$ cat config.mk
export PLATFORM = sky130hd
export DESIGN_NAME = stack_bytecode_integer_executor
export DESIGN_NICKNAME = d
export VERILOG_FILES = /design/src/rtl/sbie_pkg.sv /design/src/rtl/sbie_ram.sv /design/src/rtl/sbie_muldiv.sv /design/src/rtl/stack_bytecode_integer_executor.sv
export SDC_FILE = /design/constraint.sdc
export NUM_CORES = 2
export LEC_CHECK = 0
export BUFFER_PORTS_ARGS = -buffer_cell sky130_fd_sc_hd__clkbuf_2
export CAP_MARGIN = 0
export CORE_ASPECT_RATIO = 1.25
export CORE_MARGIN = 2
export CORE_UTILIZATION = 59
export DETAILED_ROUTE_END_ITERATION = 12
export PLACE_DENSITY_LB_ADDON = 0.12
export SLEW_MARGIN = 20
export SYNTH_ARGS = -nofsm -noshare
export SYNTH_HDL_FRONTEND = slang
export SYNTH_SLANG_ARGS = --single-unit
$ cat constraint.sdc
create_clock -name clk -period 12.3 [get_ports clk]
set_input_delay 1.23 -clock clk [delete_from_list [all_inputs] [get_ports clk]]
set_output_delay 1.23 -clock clk [all_outputs]
set_load 0.01 [all_outputs]
$ cat src/rtl/sbie_pkg.sv
`timescale 1ns / 1ps
// ----------------------------------------------------------------------------
// sbie_pkg: shared types and constants for the integer bytecode executor
// Opcode codes, error codes, sequencer states and ALU operation codes.
// ----------------------------------------------------------------------------
package sbie_pkg;

	localparam int STACK_DEPTH = 16;
	localparam int LOCAL_SLOTS = 16;
	localparam int SP_W = $clog2(STACK_DEPTH);
	localparam int CNT_W = $clog2(STACK_DEPTH + 1);
	localparam int LOC_W = $clog2(LOCAL_SLOTS);

	// opcodes
	localparam logic [7:0] OP_ICONST_M1 = 8'h02;
	localparam logic [7:0] OP_ICONST_5 = 8'h08;
	localparam logic [7:0] OP_BIPUSH = 8'h10;
	localparam logic [7:0] OP_ILOAD = 8'h15;
	localparam logic [7:0] OP_ILOAD_0 = 8'h1A;
	localparam logic [7:0] OP_ILOAD_3 = 8'h1D;
	localparam logic [7:0] OP_ISTORE = 8'h36;
	localparam logic [7:0] OP_ISTORE_0 = 8'h3B;
	localparam logic [7:0] OP_ISTORE_3 = 8'h3E;
	localparam logic [7:0] OP_IADD = 8'h60;
	localparam logic [7:0] OP_ISUB = 8'h64;
	localparam logic [7:0] OP_IMUL = 8'h68;
	localparam logic [7:0] OP_IDIV = 8'h6C;
	localparam logic [7:0] OP_ISHL = 8'h78;
	localparam logic [7:0] OP_ISHR = 8'h7A;
	localparam logic [7:0] OP_IINC = 8'h84;
	localparam logic [7:0] OP_IFEQ = 8'h99;
	localparam logic [7:0] OP_IFLE = 8'h9E;
	localparam logic [7:0] OP_IF_ICMPEQ = 8'h9F;
	localparam logic [7:0] OP_IF_ICMPLE = 8'hA4;
	localparam logic [7:0] OP_GOTO = 8'hA7;
	localparam logic [7:0] OP_IRETURN = 8'hAC;
	localparam logic [7:0] OP_RETURN = 8'hB1;
	localparam logic [7:0] OP_GETSTATIC = 8'hB2;
	localparam logic [7:0] OP_INVOKEVIRTUAL = 8'hB6;

	// error codes
	localparam logic [2:0] ERR_NONE = 3'd0;
	localparam logic [2:0] ERR_OPCODE = 3'd1;
	localparam logic [2:0] ERR_UNDERFLOW = 3'd2;
	localparam logic [2:0] ERR_OVERFLOW = 3'd3;
	localparam logic [2:0] ERR_DIVZERO = 3'd4;
	localparam logic [2:0] ERR_LOCAL = 3'd5;

	typedef enum logic [3:0] {
		K_PUSH, K_BINOP, K_STORE, K_IINC, K_CMP1, K_CMP2,
		K_GOTO, K_PRINT, K_RET, K_IRET, K_NOP
	} kind_t;

	typedef enum logic [2:0] {
		ST_IDLE, ST_READ, ST_EXEC, ST_ITER, ST_WRITE, ST_OUT
	} state_t;

	typedef enum logic [1:0] {
		ALU_NONE, ALU_MUL, ALU_DIV
	} alu_op_t;

	// iterative unit control and status
	typedef struct packed {
		logic start;
		alu_op_t op;
	} alu_ctl_t;

	typedef struct packed {
		logic busy;
		logic done;
	} alu_sts_t;

endpackage

$ cat src/rtl/sbie_ram.sv
`timescale 1ns / 1ps
// ----------------------------------------------------------------------------
// sbie_ram: generic single-port RAM
// One write (when we is set) and one read per cycle, registered read data.
// ----------------------------------------------------------------------------
module sbie_ram #(
	parameter int WIDTH = 32,
	parameter int DEPTH = 16
) (
	input  logic                     clk,
	input  logic                     we,
	input  logic [$clog2(DEPTH)-1:0] addr,
	input  logic [WIDTH-1:0]         wdata,
	output logic [WIDTH-1:0]         rdata
);

	logic [WIDTH-1:0] mem_q [DEPTH];

	always_ff @(posedge clk) begin
		if (we)
			mem_q[addr] <= wdata;
		rdata <= mem_q[addr];
	end

endmodule

$ cat src/rtl/sbie_muldiv.sv
`timescale 1ns / 1ps
// ----------------------------------------------------------------------------
// sbie_muldiv: shared iterative multiply / divide unit
// Radix-2 shift-add multiply and restoring signed divide, one bit per cycle.
// ----------------------------------------------------------------------------
module sbie_muldiv
	import sbie_pkg::*;
(
	input  logic        clk,
	input  logic        arst_n,
	input  alu_ctl_t    ctl,
	input  logic [31:0] a,
	input  logic [31:0] b,
	output alu_sts_t    sts,
	output logic [31:0] result
);

	logic        busy_q;
	logic        done_q;
	alu_op_t     op_q;
	logic [4:0]  step_q;
	logic [31:0] acc_q;    // product or quotient
	logic [31:0] rem_q;
	logic [31:0] mcand_q;  // multiplicand / divisor magnitude
	logic [31:0] mplier_q; // multiplier / dividend magnitude
	logic        neg_q;

	logic [32:0] trial;
	logic [31:0] rem_sh;
	logic [31:0] a_mag;
	logic [31:0] b_mag;

	assign a_mag = a[31] ? (~a + 32'd1) : a;
	assign b_mag = b[31] ? (~b + 32'd1) : b;
	assign rem_sh = {rem_q[30:0], mplier_q[31]};
	assign trial = {1'b0, rem_sh} - {1'b0, mcand_q};

	// control
	always_ff @(posedge clk or negedge arst_n) begin
		if (!arst_n) begin
			busy_q <= 1'b0;
			done_q <= 1'b0;
			step_q <= '0;
			op_q <= ALU_NONE;
		end else begin
			done_q <= 1'b0;
			if (ctl.start) begin
				busy_q <= 1'b1;
				step_q <= '0;
				op_q <= ctl.op;
			end else if (busy_q) begin
				step_q <= step_q + 5'd1;
				if (step_q == 5'd31) begin
					busy_q <= 1'b0;
					done_q <= 1'b1;
				end
			end
		end
	end

	// datapath: one bit per cycle
	always_ff @(posedge clk) begin
		if (ctl.start) begin
			acc_q <= '0;
			rem_q <= '0;
			if (ctl.op == ALU_MUL) begin
				mcand_q <= a;
				mplier_q <= b;
			end else begin
				mcand_q <= b_mag;
				mplier_q <= a_mag;
			end
			neg_q <= a[31] ^ b[31];
		end else if (busy_q) begin
			if (op_q == ALU_MUL) begin
				acc_q <= {acc_q[30:0], 1'b0} + (mplier_q[31] ? mcand_q : 32'd0);
				mplier_q <= {mplier_q[30:0], 1'b0};
			end else begin
				mplier_q <= {mplier_q[30:0], 1'b0};
				if (!trial[32]) begin
					rem_q <= trial[31:0];
					acc_q <= {acc_q[30:0], 1'b1};
				end else begin
					rem_q <= rem_sh;
					acc_q <= {acc_q[30:0], 1'b0};
				end
			end
		end
	end

	assign sts.busy = busy_q;
	assign sts.done = done_q;
	// quotient sign fixup; min / -1 wraps back to min on its own
	assign result = (op_q == ALU_DIV && neg_q) ? (~acc_q + 32'd1) : acc_q;

endmodule

$ cat src/rtl/stack_bytecode_integer_executor.sv
`timescale 1ns / 1ps
// ----------------------------------------------------------------------------
// stack_bytecode_integer_executor: JVM integer subset executor
// Runs one decoded instruction per transaction on an operand stack and locals.
// ----------------------------------------------------------------------------
//  channel | direction | handshake      | payload
//  in      | input     | in_valid/stall | opcode, local_index, immediate, ...
//  out     | output    | out_valid/stall| next_pc, print_*, done_res, ...
//
//  Most instructions pass from acceptance to the next acceptance through
//  accept, read of stack and local RAMs, execute, write back, output.
//  Two-operand stack ops and compares add a second stack read;
//  imul and idiv add a pass through the shared bit-serial multiply/divide unit.
//  Decode errors skip execute and write back.
//  in_stall is high from acceptance until the result is taken.
//  arst_n clears stack count, pc and control; RAM contents are not cleared.
// ----------------------------------------------------------------------------
module stack_bytecode_integer_executor
	import sbie_pkg::*;
(
	input  logic               clk,
	input  logic               arst_n,
	input  logic               in_valid,
	output logic               in_stall,
	input  logic [7:0]         opcode,
	input  logic [7:0]         local_index,
	input  logic signed [7:0]  immediate,
	input  logic signed [7:0]  increment,
	input  logic signed [15:0] branch_offset,
	output logic               out_valid,
	input  logic               out_stall,
	output logic [15:0]        next_pc,
	output logic               print_valid,
	output logic signed [31:0] print_value,
	output logic               done_res,
	output logic signed [31:0] return_value,
	output logic [2:0]         error_code
);

	state_t state_q, state_d;

	logic [CNT_W-1:0] cnt_q;
	logic [15:0]      pc_q;

	// latched item
	logic [7:0]  op_q;
	logic [7:0]  idx_q;
	logic [31:0] inc_q;
	logic [15:0] off_q;
	kind_t       kind_q;
	logic [2:0]  err_q;
	logic [15:0] len_q;
	logic [31:0] r_q;

	// output registers
	logic        ov_q;
	logic [15:0] npc_q;
	logic        pv_q;
	logic [31:0] pval_q;
	logic        done_q;
	logic [31:0] rv_q;
	logic [2:0]  eo_q;

	// decode of the incoming item
	kind_t       dk;
	logic [2:0]  derr;
	logic [15:0] dlen;
	logic        dlocal;
	logic [7:0]  dlidx;
	logic [1:0]  dneed;

	always_comb begin
		dk = K_NOP;
		derr = ERR_NONE;
		dlen = 16'd1;
		dlocal = 1'b0;
		dlidx = local_index;
		dneed = 2'd0;
		if (opcode >= OP_ICONST_M1 && opcode <= OP_ICONST_5) dk = K_PUSH;
		else if (opcode == OP_BIPUSH) begin dk = K_PUSH; dlen = 16'd2; end
		else if (opcode == OP_ILOAD) begin
			dk = K_PUSH; dlocal = 1'b1; dlen = 16'd2;
		end else if (opcode >= OP_ILOAD_0 && opcode <= OP_ILOAD_3) begin
			dk = K_PUSH; dlocal = 1'b1; dlidx = opcode - OP_ILOAD_0;
		end else if (opcode == OP_ISTORE) begin
			dk = K_STORE; dlocal = 1'b1; dlen = 16'd2;
		end else if (opcode >= OP_ISTORE_0 && opcode <= OP_ISTORE_3) begin
			dk = K_STORE; dlocal = 1'b1; dlidx = opcode - OP_ISTORE_0;
		end else if (opcode == OP_IADD || opcode == OP_ISUB || opcode == OP_IMUL ||
				opcode == OP_IDIV || opcode == OP_ISHL || opcode == OP_ISHR)
			dk = K_BINOP;
		else if (opcode == OP_IINC) begin
			dk = K_IINC; dlocal = 1'b1; dlen = 16'd3;
		end else if (opcode >= OP_IFEQ && opcode <= OP_IFLE) begin
			dk = K_CMP1; dlen = 16'd3;
		end else if (opcode >= OP_IF_ICMPEQ && opcode <= OP_IF_ICMPLE) begin
			dk = K_CMP2; dlen = 16'd3;
		end else if (opcode == OP_GOTO) begin dk = K_GOTO; dlen = 16'd3; end
		else if (opcode == OP_IRETURN) dk = K_IRET;
		else if (opcode == OP_RETURN) dk = K_RET;
		else if (opcode == OP_GETSTATIC) begin dk = K_NOP; dlen = 16'd3; end
		else if (opcode == OP_INVOKEVIRTUAL) begin dk = K_PRINT; dlen = 16'd3; end
		else derr = ERR_OPCODE;

		case (dk)
			K_STORE, K_CMP1, K_PRINT, K_IRET: dneed = 2'd1;
			K_BINOP, K_CMP2: dneed = 2'd2;
			default: dneed = 2'd0;
		endcase

		if (derr == ERR_NONE) begin
			if (dlocal && ({1'b0, dlidx} >= 9'(LOCAL_SLOTS))) derr = ERR_LOCAL;
			else if ({3'd0, cnt_q} < (CNT_W + 3)'(dneed)) derr = ERR_UNDERFLOW;
			else if (dk == K_PUSH && ({3'd0, cnt_q} >= (CNT_W + 3)'(STACK_DEPTH)))
				derr = ERR_OVERFLOW;
		end
	end

	logic in_acc;
	assign in_acc = in_valid && !in_stall;

	// stack RAM: read/write port address
	logic             stk_we, loc_we;
	logic [SP_W-1:0]  stk_addr;
	logic [LOC_W-1:0] loc_addr;
	logic [31:0]      stk_wdata, loc_wdata, stk_rdata, loc_rdata;
	logic [31:0]      a_q, b_q;
	logic             rd_phase_q;  // 0: top read, 1: second read

	sbie_ram #(.WIDTH(32), .DEPTH(STACK_DEPTH)) u_stack (
		.clk(clk), .we(stk_we), .addr(stk_addr), .wdata(stk_wdata), .rdata(stk_rdata)
	);

	sbie_ram #(.WIDTH(32), .DEPTH(LOCAL_SLOTS)) u_locals (
		.clk(clk), .we(loc_we), .addr(loc_addr), .wdata(loc_wdata), .rdata(loc_rdata)
	);

	alu_ctl_t    alu_ctl;
	alu_sts_t    alu_sts;
	logic [31:0] alu_res;

	sbie_muldiv u_muldiv (
		.clk(clk), .arst_n(arst_n), .ctl(alu_ctl), .a(a_q), .b(b_q),
		.sts(alu_sts), .result(alu_res)
	);

	logic [CNT_W-1:0] cm1, cm2;
	assign cm1 = cnt_q - CNT_W'(1);
	assign cm2 = cnt_q - CNT_W'(2);

	// comparison and simple ALU
	logic        taken;
	logic [31:0] simple_r;
	logic signed [31:0] ca, cb;
	logic [4:0]  sh;
	logic [7:0]  cop;

	always_comb begin
		ca = (kind_q == K_CMP1) ? b_q : a_q;
		cb = (kind_q == K_CMP1) ? 32'sd0 : b_q;
		cop = (kind_q == K_CMP1) ? op_q : (op_q - (OP_IF_ICMPEQ - OP_IFEQ));
		case (cop)
			OP_IFEQ: taken = (ca == cb);
			OP_IFEQ + 8'd1: taken = (ca != cb);
			OP_IFEQ + 8'd2: taken = (ca < cb);
			OP_IFEQ + 8'd3: taken = (ca >= cb);
			OP_IFEQ + 8'd4: taken = (ca > cb);
			default: taken = (ca <= cb);
		endcase
		sh = b_q[4:0];
		case (op_q)
			OP_IADD: simple_r = a_q + b_q;
			OP_ISUB: simple_r = a_q - b_q;
			OP_ISHL: simple_r = a_q << sh;
			default: simple_r = $signed(a_q) >>> sh;
		endcase
	end

	// sequencer
	always_comb begin
		state_d = state_q;
		stk_we = 1'b0;
		loc_we = 1'b0;
		stk_addr = cm1[SP_W-1:0];
		loc_addr = idx_q[LOC_W-1:0];
		stk_wdata = r_q;
		loc_wdata = r_q;
		alu_ctl.start = 1'b0;
		alu_ctl.op = (op_q == OP_IMUL) ? ALU_MUL : ALU_DIV;
		case (state_q)
			ST_IDLE: if (in_acc) state_d = ST_READ;
			ST_READ: begin
				// top arrives from the idle-cycle read, second entry in the following read cycle
				stk_addr = cm2[SP_W-1:0];
				if (err_q != ERR_NONE) state_d = ST_OUT;
				else if (kind_q == K_BINOP || kind_q == K_CMP2) begin
					if (rd_phase_q) state_d = ST_EXEC;
				end else state_d = ST_EXEC;
			end
			ST_EXEC: begin
				if (kind_q == K_BINOP && (op_q == OP_IMUL || op_q == OP_IDIV)
						&& !(op_q == OP_IDIV && b_q == 32'd0)) begin
					alu_ctl.start = 1'b1;
					state_d = ST_ITER;
				end else state_d = ST_WRITE;
			end
			ST_ITER: if (alu_sts.done) state_d = ST_WRITE;
			ST_WRITE: begin
				state_d = ST_OUT;
				if (err_q == ERR_NONE) begin
					case (kind_q)
						K_PUSH: begin stk_we = 1'b1; stk_addr = cnt_q[SP_W-1:0]; end
						K_BINOP: begin stk_we = 1'b1; stk_addr = cm2[SP_W-1:0]; end
						K_STORE, K_IINC: loc_we = 1'b1;
						default: ;
					endcase
				end
			end
			ST_OUT: if (!ov_q || !out_stall) state_d = ST_IDLE;
			default: state_d = ST_IDLE;
		endcase
	end

	always_ff @(posedge clk or negedge arst_n) begin
		if (!arst_n) state_q <= ST_IDLE;
		else state_q <= state_d;
	end

	assign in_stall = (state_q != ST_IDLE) || ov_q;

	// control registers and output
	always_ff @(posedge clk or negedge arst_n) begin
		if (!arst_n) begin
			cnt_q <= '0;
			pc_q <= '0;
			ov_q <= 1'b0;
			rd_phase_q <= 1'b0;
		end else begin
			if (ov_q && !out_stall) ov_q <= 1'b0;
			if (state_q == ST_READ) rd_phase_q <= ~rd_phase_q & (state_d == ST_READ);
			if (state_q == ST_WRITE) begin
				ov_q <= 1'b1;
				if (err_q == ERR_NONE) begin
					pc_q <= npc_q;
					case (kind_q)
						K_PUSH: cnt_q <= cnt_q + CNT_W'(1);
						K_BINOP, K_STORE, K_CMP1, K_PRINT, K_IRET: cnt_q <= cm1;
						K_CMP2: cnt_q <= cm2;
						default: ;
					endcase
				end
			end
			if (state_q == ST_READ && err_q != ERR_NONE) ov_q <= 1'b1;
		end
	end

	// payload registers
	always_ff @(posedge clk) begin
		if (in_acc) begin
			op_q <= opcode;
			idx_q <= dlidx;
			inc_q <= 32'(increment);
			off_q <= branch_offset;
			kind_q <= dk;
			err_q <= derr;
			len_q <= dlen;
			r_q <= (opcode == OP_BIPUSH) ? 32'(immediate) : 32'(opcode) - 32'd3;
			npc_q <= pc_q;
			pv_q <= 1'b0;
			pval_q <= '0;
			done_q <= 1'b0;
			rv_q <= '0;
			eo_q <= derr;
		end
		if (state_q == ST_READ) begin
			if (rd_phase_q) a_q <= stk_rdata;
			else b_q <= stk_rdata;
		end
		if (state_q == ST_EXEC) begin
			npc_q <= pc_q + len_q;
			case (kind_q)
				K_PUSH: if (op_q == OP_ILOAD || (op_q >= OP_ILOAD_0 && op_q <= OP_ILOAD_3))
					r_q <= loc_rdata;
				K_STORE: r_q <= b_q;
				K_IINC: r_q <= loc_rdata + inc_q;
				K_BINOP: begin
					if (op_q == OP_IDIV && b_q == 32'd0) begin
						err_q <= ERR_DIVZERO;
						eo_q <= ERR_DIVZERO;
						npc_q <= pc_q;
					end else r_q <= simple_r;
				end
				K_CMP1, K_CMP2: if (taken) npc_q <= pc_q + off_q;
				K_GOTO: npc_q <= pc_q + off_q;
				K_PRINT: begin pv_q <= 1'b1; pval_q <= b_q; end
				K_RET: begin done_q <= 1'b1; npc_q <= pc_q; end
				K_IRET: begin done_q <= 1'b1; rv_q <= b_q; npc_q <= pc_q; end
				default: ;
			endcase
		end
		if (state_q == ST_ITER && alu_sts.done) r_q <= alu_res;
	end

	assign out_valid = ov_q;
	assign next_pc = npc_q;
	assign print_valid = pv_q;
	assign print_value = pval_q;
	assign done_res = done_q;
	assign return_value = rv_q;
	assign error_code = eo_q;

endmodule

# Yosys cells after proc, flatten, opt, wreduce, memory -nomap -nowiden
# Memory sizes are Yosys's and may differ from the RTL's. A register that Yosys moved wholly into a read port is not among the register bits.
# Cells that the tools add are included.
# totals
register_bits	403
mem_bits_rw	1024
inputBits	52
output_inout_bits	87
elab_cells	334
memories	2
# classes
n_addsub	18
magnitude_cmp	19
n_eq_ne	53
shifts	2
muxes	147
bitwise_logic	7
reduce_logical	55
# mem_list
memory	depth	word_bits	read_ports	rd_clocked_by_memory_dff	write_ports	line_no	rtl
u_locals.mem_q	16	32	1	1	1	sbie_ram.sv:17	logic [WIDTH-1:0] mem_q [DEPTH];
u_stack.mem_q	16	32	1	1	1	sbie_ram.sv:17	
# ops
operator	count
2-to-1 mux 32 bit	23
one-hot mux 32 bit (4 select lines)	1
adder 32 x 1 -> 32 bit, second input constant	3
adder 32 bit	3
inverter 32 bit	3
one-hot mux 32 bit (3 select lines)	1
== test 8 x 7 -> 1 bit, second input constant	11
== test 8 bit, second input constant	11
2-to-1 mux 16 bit	4
2-to-1 mux 4 bit	16
one-hot mux 16 bit (4 select lines)	1
2-to-1 mux 3 bit	20
2-to-1 mux 8 bit	7
2-to-1 mux 1 bit	50
subtractor 32 x 32 -> 33 bit	1
adder 16 bit	2
== test 32 bit	1
greater-or-equal comparator 32 bit	1
greater-than comparator 32 bit	1
<= comparator 32 bit	1
logical NOT 32 bit	1
< comparator 32 bit	1
inequality test 32 bit	1
<< shifter 32 x 5 -> 32 bit	1
55 further kinds	136

# Longest topological paths before layout
# depth
depth_word	27
depth_mapped	25
depth_no_buf	20

# Hierarchy
# From an unflattened synthesis, not the netlist that was laid out.
# unflattened
hier_cells	5929
area_unflattened_um2	73576.8
# modules_own_cells
mod	instances	cells_each	area_each_um2	seq_area_each_um2
sbie_ram	2	840	19862.8	16015.4
stack_bytecode_integer_executor	1	2792	22237.6	6396.1
sbie_muldiv	1	1457	11613.6	3438.3

# Worst setup path before layout
# OpenSTA, ideal clock, no wires.
# synth_path
path_type	register to register
startpoint	register b_q[0]
endpoint	register r_q[29] (netlist: loc_wdata[29])
setup_time_ns	0.127
arrival_ns	5.539
t_required_ns	12.173
slack_ns	6.635
stages_incl_launch_ff	26
n_path_buf	5
period_less_slack_ns	5.665
path_cell_list	edfxtp_1 buf_2 buf_2 buf_2 clkbuf_1 inv_1 ha_1 or3b_1 nor3_1 nand2_1 or3_1 or3_1 o31ai_1 xor2_1 ha_1 clkbuf_1 a21o_1 a21oi_1 o21ai_0 nand4_1 a21boi_0 o311ai_0 a21boi_0 mux2i_1 a221oi_1 o21ai_1
# synth_between
elab_chain_cells	6
word_cells_on_any_way	11
classes_between	add/sub: 2; shift: 2; mux: 5; reduce/logical: 2
# synth_rtl
element	line_no	rtl
from (decl)	stack_bytecode_integer_executor.sv:127	logic [31:0] a_q, b_q;
from (signal assigned)	stack_bytecode_integer_executor.sv:277	else b_q <= stk_rdata;
subtractor 32 bit, or another cell as far along	stack_bytecode_integer_executor.sv:173	OP_ISUB: simple_r = a_q - b_q;
one-hot mux 32 bit (3 select lines) or logical AND 1 bit (tied branches)	stack_bytecode_integer_executor.sv:171, stack_bytecode_integer_executor.sv:287	
2-to-1 mux 32 bit *	stack_bytecode_integer_executor.sv:287	if (op_q == OP_IDIV && b_q == 32'd0) begin
one-hot mux 32 bit (4 select lines) *	stack_bytecode_integer_executor.sv:281	case (kind_q)
2-to-1 mux 32 bit *	stack_bytecode_integer_executor.sv:279	if (state_q == ST_EXEC) begin
2-to-1 mux 32 bit *	stack_bytecode_integer_executor.sv:301	if (state_q == ST_ITER && alu_sts.done) r_q <= alu_res;
to (signal assigned)	stack_bytecode_integer_executor.sv:283	r_q <= loc_rdata;
to (signal assigned)	stack_bytecode_integer_executor.sv:284	K_STORE: r_q <= b_q;
to (signal assigned)	stack_bytecode_integer_executor.sv:301	
to (decl)	stack_bytecode_integer_executor.sv:53	logic [31:0] r_q;
# Every way passes the cells marked *; elsewhere a longest branch is shown, timed or not.
# A chain may end at the register's enable or synchronous reset.

# Worst setup path after layout
# layout_path
startpoint	register b_q[0]
endpoint	register r_q[31] (netlist: loc_wdata[31])
# Same word-level chain as after synthesis.

==> results.py <==
metrics = {
    "drt": {
        "dr_total_vias": 49641,
        "routedWlPerCell_um": 31.2,
        "via_per_inst": 6.69,
        "drtIter0Drc": 5683,
        "drc_errors": 0,
        "ant_nets": 0,
        "dr.pass1.iters": 8,
        "wl_mm": 231,
    },
    "timing": {
        "fmax_mhz": 166,
        "fin_ws_ns": 6.27,
        "worst_slew_pin_slew_ns": 1.19,
        "slew_viol_final": 0,
        "finalSetupViolations": 0,
        "tns_ns": 0,
        "period_needed_ns": 6.03,
        "hold_ws_ns": 0.428,
        "hold_violations": 0,
        "slew-limit-headroom_pct": 20.8,
        "fin_crit_sh_pct": 49.1,
        "skew_ns": 0.0375,
        "rsz0062_at_grt": "no",
    },
    "power_and_ir_drop": {
        "p_clk_share_pct": 25.3,
        "finalPower_mw": 17.5,
        "p_per_area_nw_per_um2": 217,
        "switching_share_pct": 36.4,
        "irDropWorstVdd_mv": 0.195,
        "sequentialPowerShare_pct": 36.4,
        "combPwrFrac_pct": 38.2,
        "p_sw_mw": 6.37,
        "intPower_mw": 11.1,
        "leakagePower_nw": 28.9,
    },
    "worst_hold_path": {
        "min_path_type": "reg2reg",
        "min_path_cells": 0,
        "min_to": "b_q[30]",
        "min_from": "u_stack.rdata[30]",
    },
    "critical_path": {
        "r2r_cells": 20,
        "r2r_end": "loc_wdata[31]",
        "timing.critical_path.arrival_ns": 6.71,
        "required_ns": 12.97,
        "worst_setup_path_end_kind": "register",
        "crit_fanout": 8,
        "r2r_start": "b_q[0]",
        "regToRegSetupSlack_ns": 6.27,
        "startpoint_type": "register",
        "crit_type": "reg2reg",
    },
    "placement": {
        "globalplace.congestion": 1.05,
        "postPlaceCellArea_um2": 75800,
        "dp_slack_ns": 6.41,
        "io_buffers": 138,
        "hpwl_mm": 151,
        "place_inst": 7156,
    },
    "synth": {
        "yosys.area_share.simple_pct": 8.52,
        "synth_ff_type": "edfxtp_1",
        "synth_edf_count": 1211,
        "ys_seq_elements": 1477,
        "netlist_instances": 5586,
        "ys_warn_count": 0,
        "synth_fa_ha_area_share_pct": 3.55,
        "synth_area_um2": 72800,
        "synth-seq-area-share_pct": 57.5,
        "syn_nets": 5841,
        "syn_avg_cell_area_um2": 13.0,
        "synth-xor-area-share_pct": 2.73,
        "synth_top_family_by_area": "multiplexers",
        "synth_mux_area_share_pct": 14.2,
        "synth-compound-area-share_pct": 10.9,
        "synthArstFlopShare_pct": 2.37,
        "yosysUniqueCellTypes": 108,
    },
    "floorplan": {
        "start_util_pct": 59.3,
        "io_pins": 139,
        "core_area_um2": 123000,
        "die_h_um": 397,
        "row_count": 144,
        "die_w_um": 318,
        "die_area_um2": 126000,
    },
    "global_route": {
        "grt.total_usage_pct": 36.6,
        "overflow": 0,
        "grt_max_degree": 97,
        "grt_pass1_vias": 47898,
        "antenna_found_initial": 12,
        "grt_pass1_wl_mm": 332,
    },
    "flow_run": {
        "drv_cap": 0,
    },
    "cts": {
        "clkSinkCount": 1477,
        "htreeDepth": 4,
        "cts_tree": "done",
        "cts_root_buffer": "clkbuf_16",
        "cts_made_buffers": 143,
        "cts_setup_buffers": 0,
        "path_clk_slew_ns": 0.06,
        "holdBufCountCts": 0,
        "post_cts_resized": 0,
        "cts_buffer_depth": 3,
        "clkLatencyLatePin_ns": 0.81,
    },
    "finish": {
        "fin_area_um2": 80500,
        "multiInputGateArea_um2": 29400,
        "seqCellArea_um2": 41900,
        "drive_above_1_share_pct": 17.6,
        "layout_commonest_cell": "edfxtp_1",
        "final_util_pct": 65.5,
        "most-common-layout-cells": "edfxtp_1, nand2_1, o21ai_0",
        "nNetsFinal": 5950,
        "nFillCells": 8913,
        "area_growth_pct": 10.5,
        "fin_cells": 7419,
    },
    "status": {
        "outcome": "completed",
    },
}
==> sequential cells by signal (all words and copies together) (netlist names), 8 cells and up <==
signal             cells
a_q                   32
b_q                   32
inc_q                  8
loc_wdata             32
next_pc               16
off_q                 16
op_q                   8
pc_q                  16
print_value           32
return_value          32
u_locals.mem_q       512
u_locals.rdata        32
u_muldiv.acc_q        32
u_muldiv.mcand_q      32
u_muldiv.mplier_q     32
u_muldiv.rem_q        31
u_stack.mem_q        512
u_stack.rdata         32
==> worst max-delay path, cell delays in order (launching register included) <==
cell      delay, ns
edfxtp_1       0.52
inv_1          0.20
ha_1           0.23
or3b_1         0.38
nor3_1         0.42
nand2_1        0.17
or3_1          0.37
or3_1          0.41
o31ai_1        0.26
xor2_1         0.20
ha_1           0.34
a21o_1         0.21
a21oi_1        0.23
o21ai_0        0.17
nand4_1        0.13
a21boi_0       0.15
o311ai_0       0.67
a21boi_0       0.27
o21ai_0        0.27
mux2i_1        0.22
a21oi_1        0.09
==> cell usage after synthesis (109+ instances only) <==
master	n	share of area, %
xnor2_1	109	1.3
mux4_2	346	11
ha_1	197	3.4
dfxtp_1	231	6.3
a21oi_1	368	2.5
clkbuf_1	255	1.3
nor2_1	375	1.9
edfxtp_1	1211	50
nand2_1	539	2.8
xor2_1	116	1.4
mux2i_1	206	2.8
o21ai_0	373	2.6
==> power by group through the flow <==
stage / Sequential, mW / Clock [mW] / Combinational, mW
after floorplan: 6.36 / 0 / 4.59
after global placement: 6.46 / 0 / 6.47
after detailed placement: 6.46 / 0 / 6.54
after CTS: 6.36 / 4.50 / 6.59
after global routing: 6.39 / 4.67 / 7.11
final: 6.38 / 4.43 / 6.69
==> worst max-delay path by stage <==
stage                 from            end  slack, ns
finish              b_q[0]  loc_wdata[31]       6.27
global route        b_q[0]  loc_wdata[29]       5.96
CTS                 b_q[0]  loc_wdata[31]       6.38
detailed placement  b_q[0]  loc_wdata[29]       6.41
global placement    b_q[0]  loc_wdata[29]       6.42
floorplan           b_q[0]  loc_wdata[29]       6.63
==> kinds of logic after synthesis <==
family,Yosys count
xor gates and xnor gates,226
muxes,594
adders and majority gates,203
DFF,1477
and+or+nand+nor,1353
AOI/OAI and AO/OA,1272
buffers and inverters,461
==> routing by layer <==
layer,track usage [%],part of all wire [%]
met5,0,0.055
met1,46.6,38
met3,6.89,8.2
met2,58.9,47
met4,21.6,6.8
==> final cells by class <==
class,instances,area share [%]
Sequential cell,1477,52.0
Timing Repair Buffer,321,2.58
Multi-Input combinational cell,3648,36.5
Antenna cell,1,0.00311
Tap cell,1606,2.50
Clock buffer,198,4.96
Inverter,104,0.485
Clock inverter,64,0.937
Note: power is estimated with default switching activity, not from simulation.
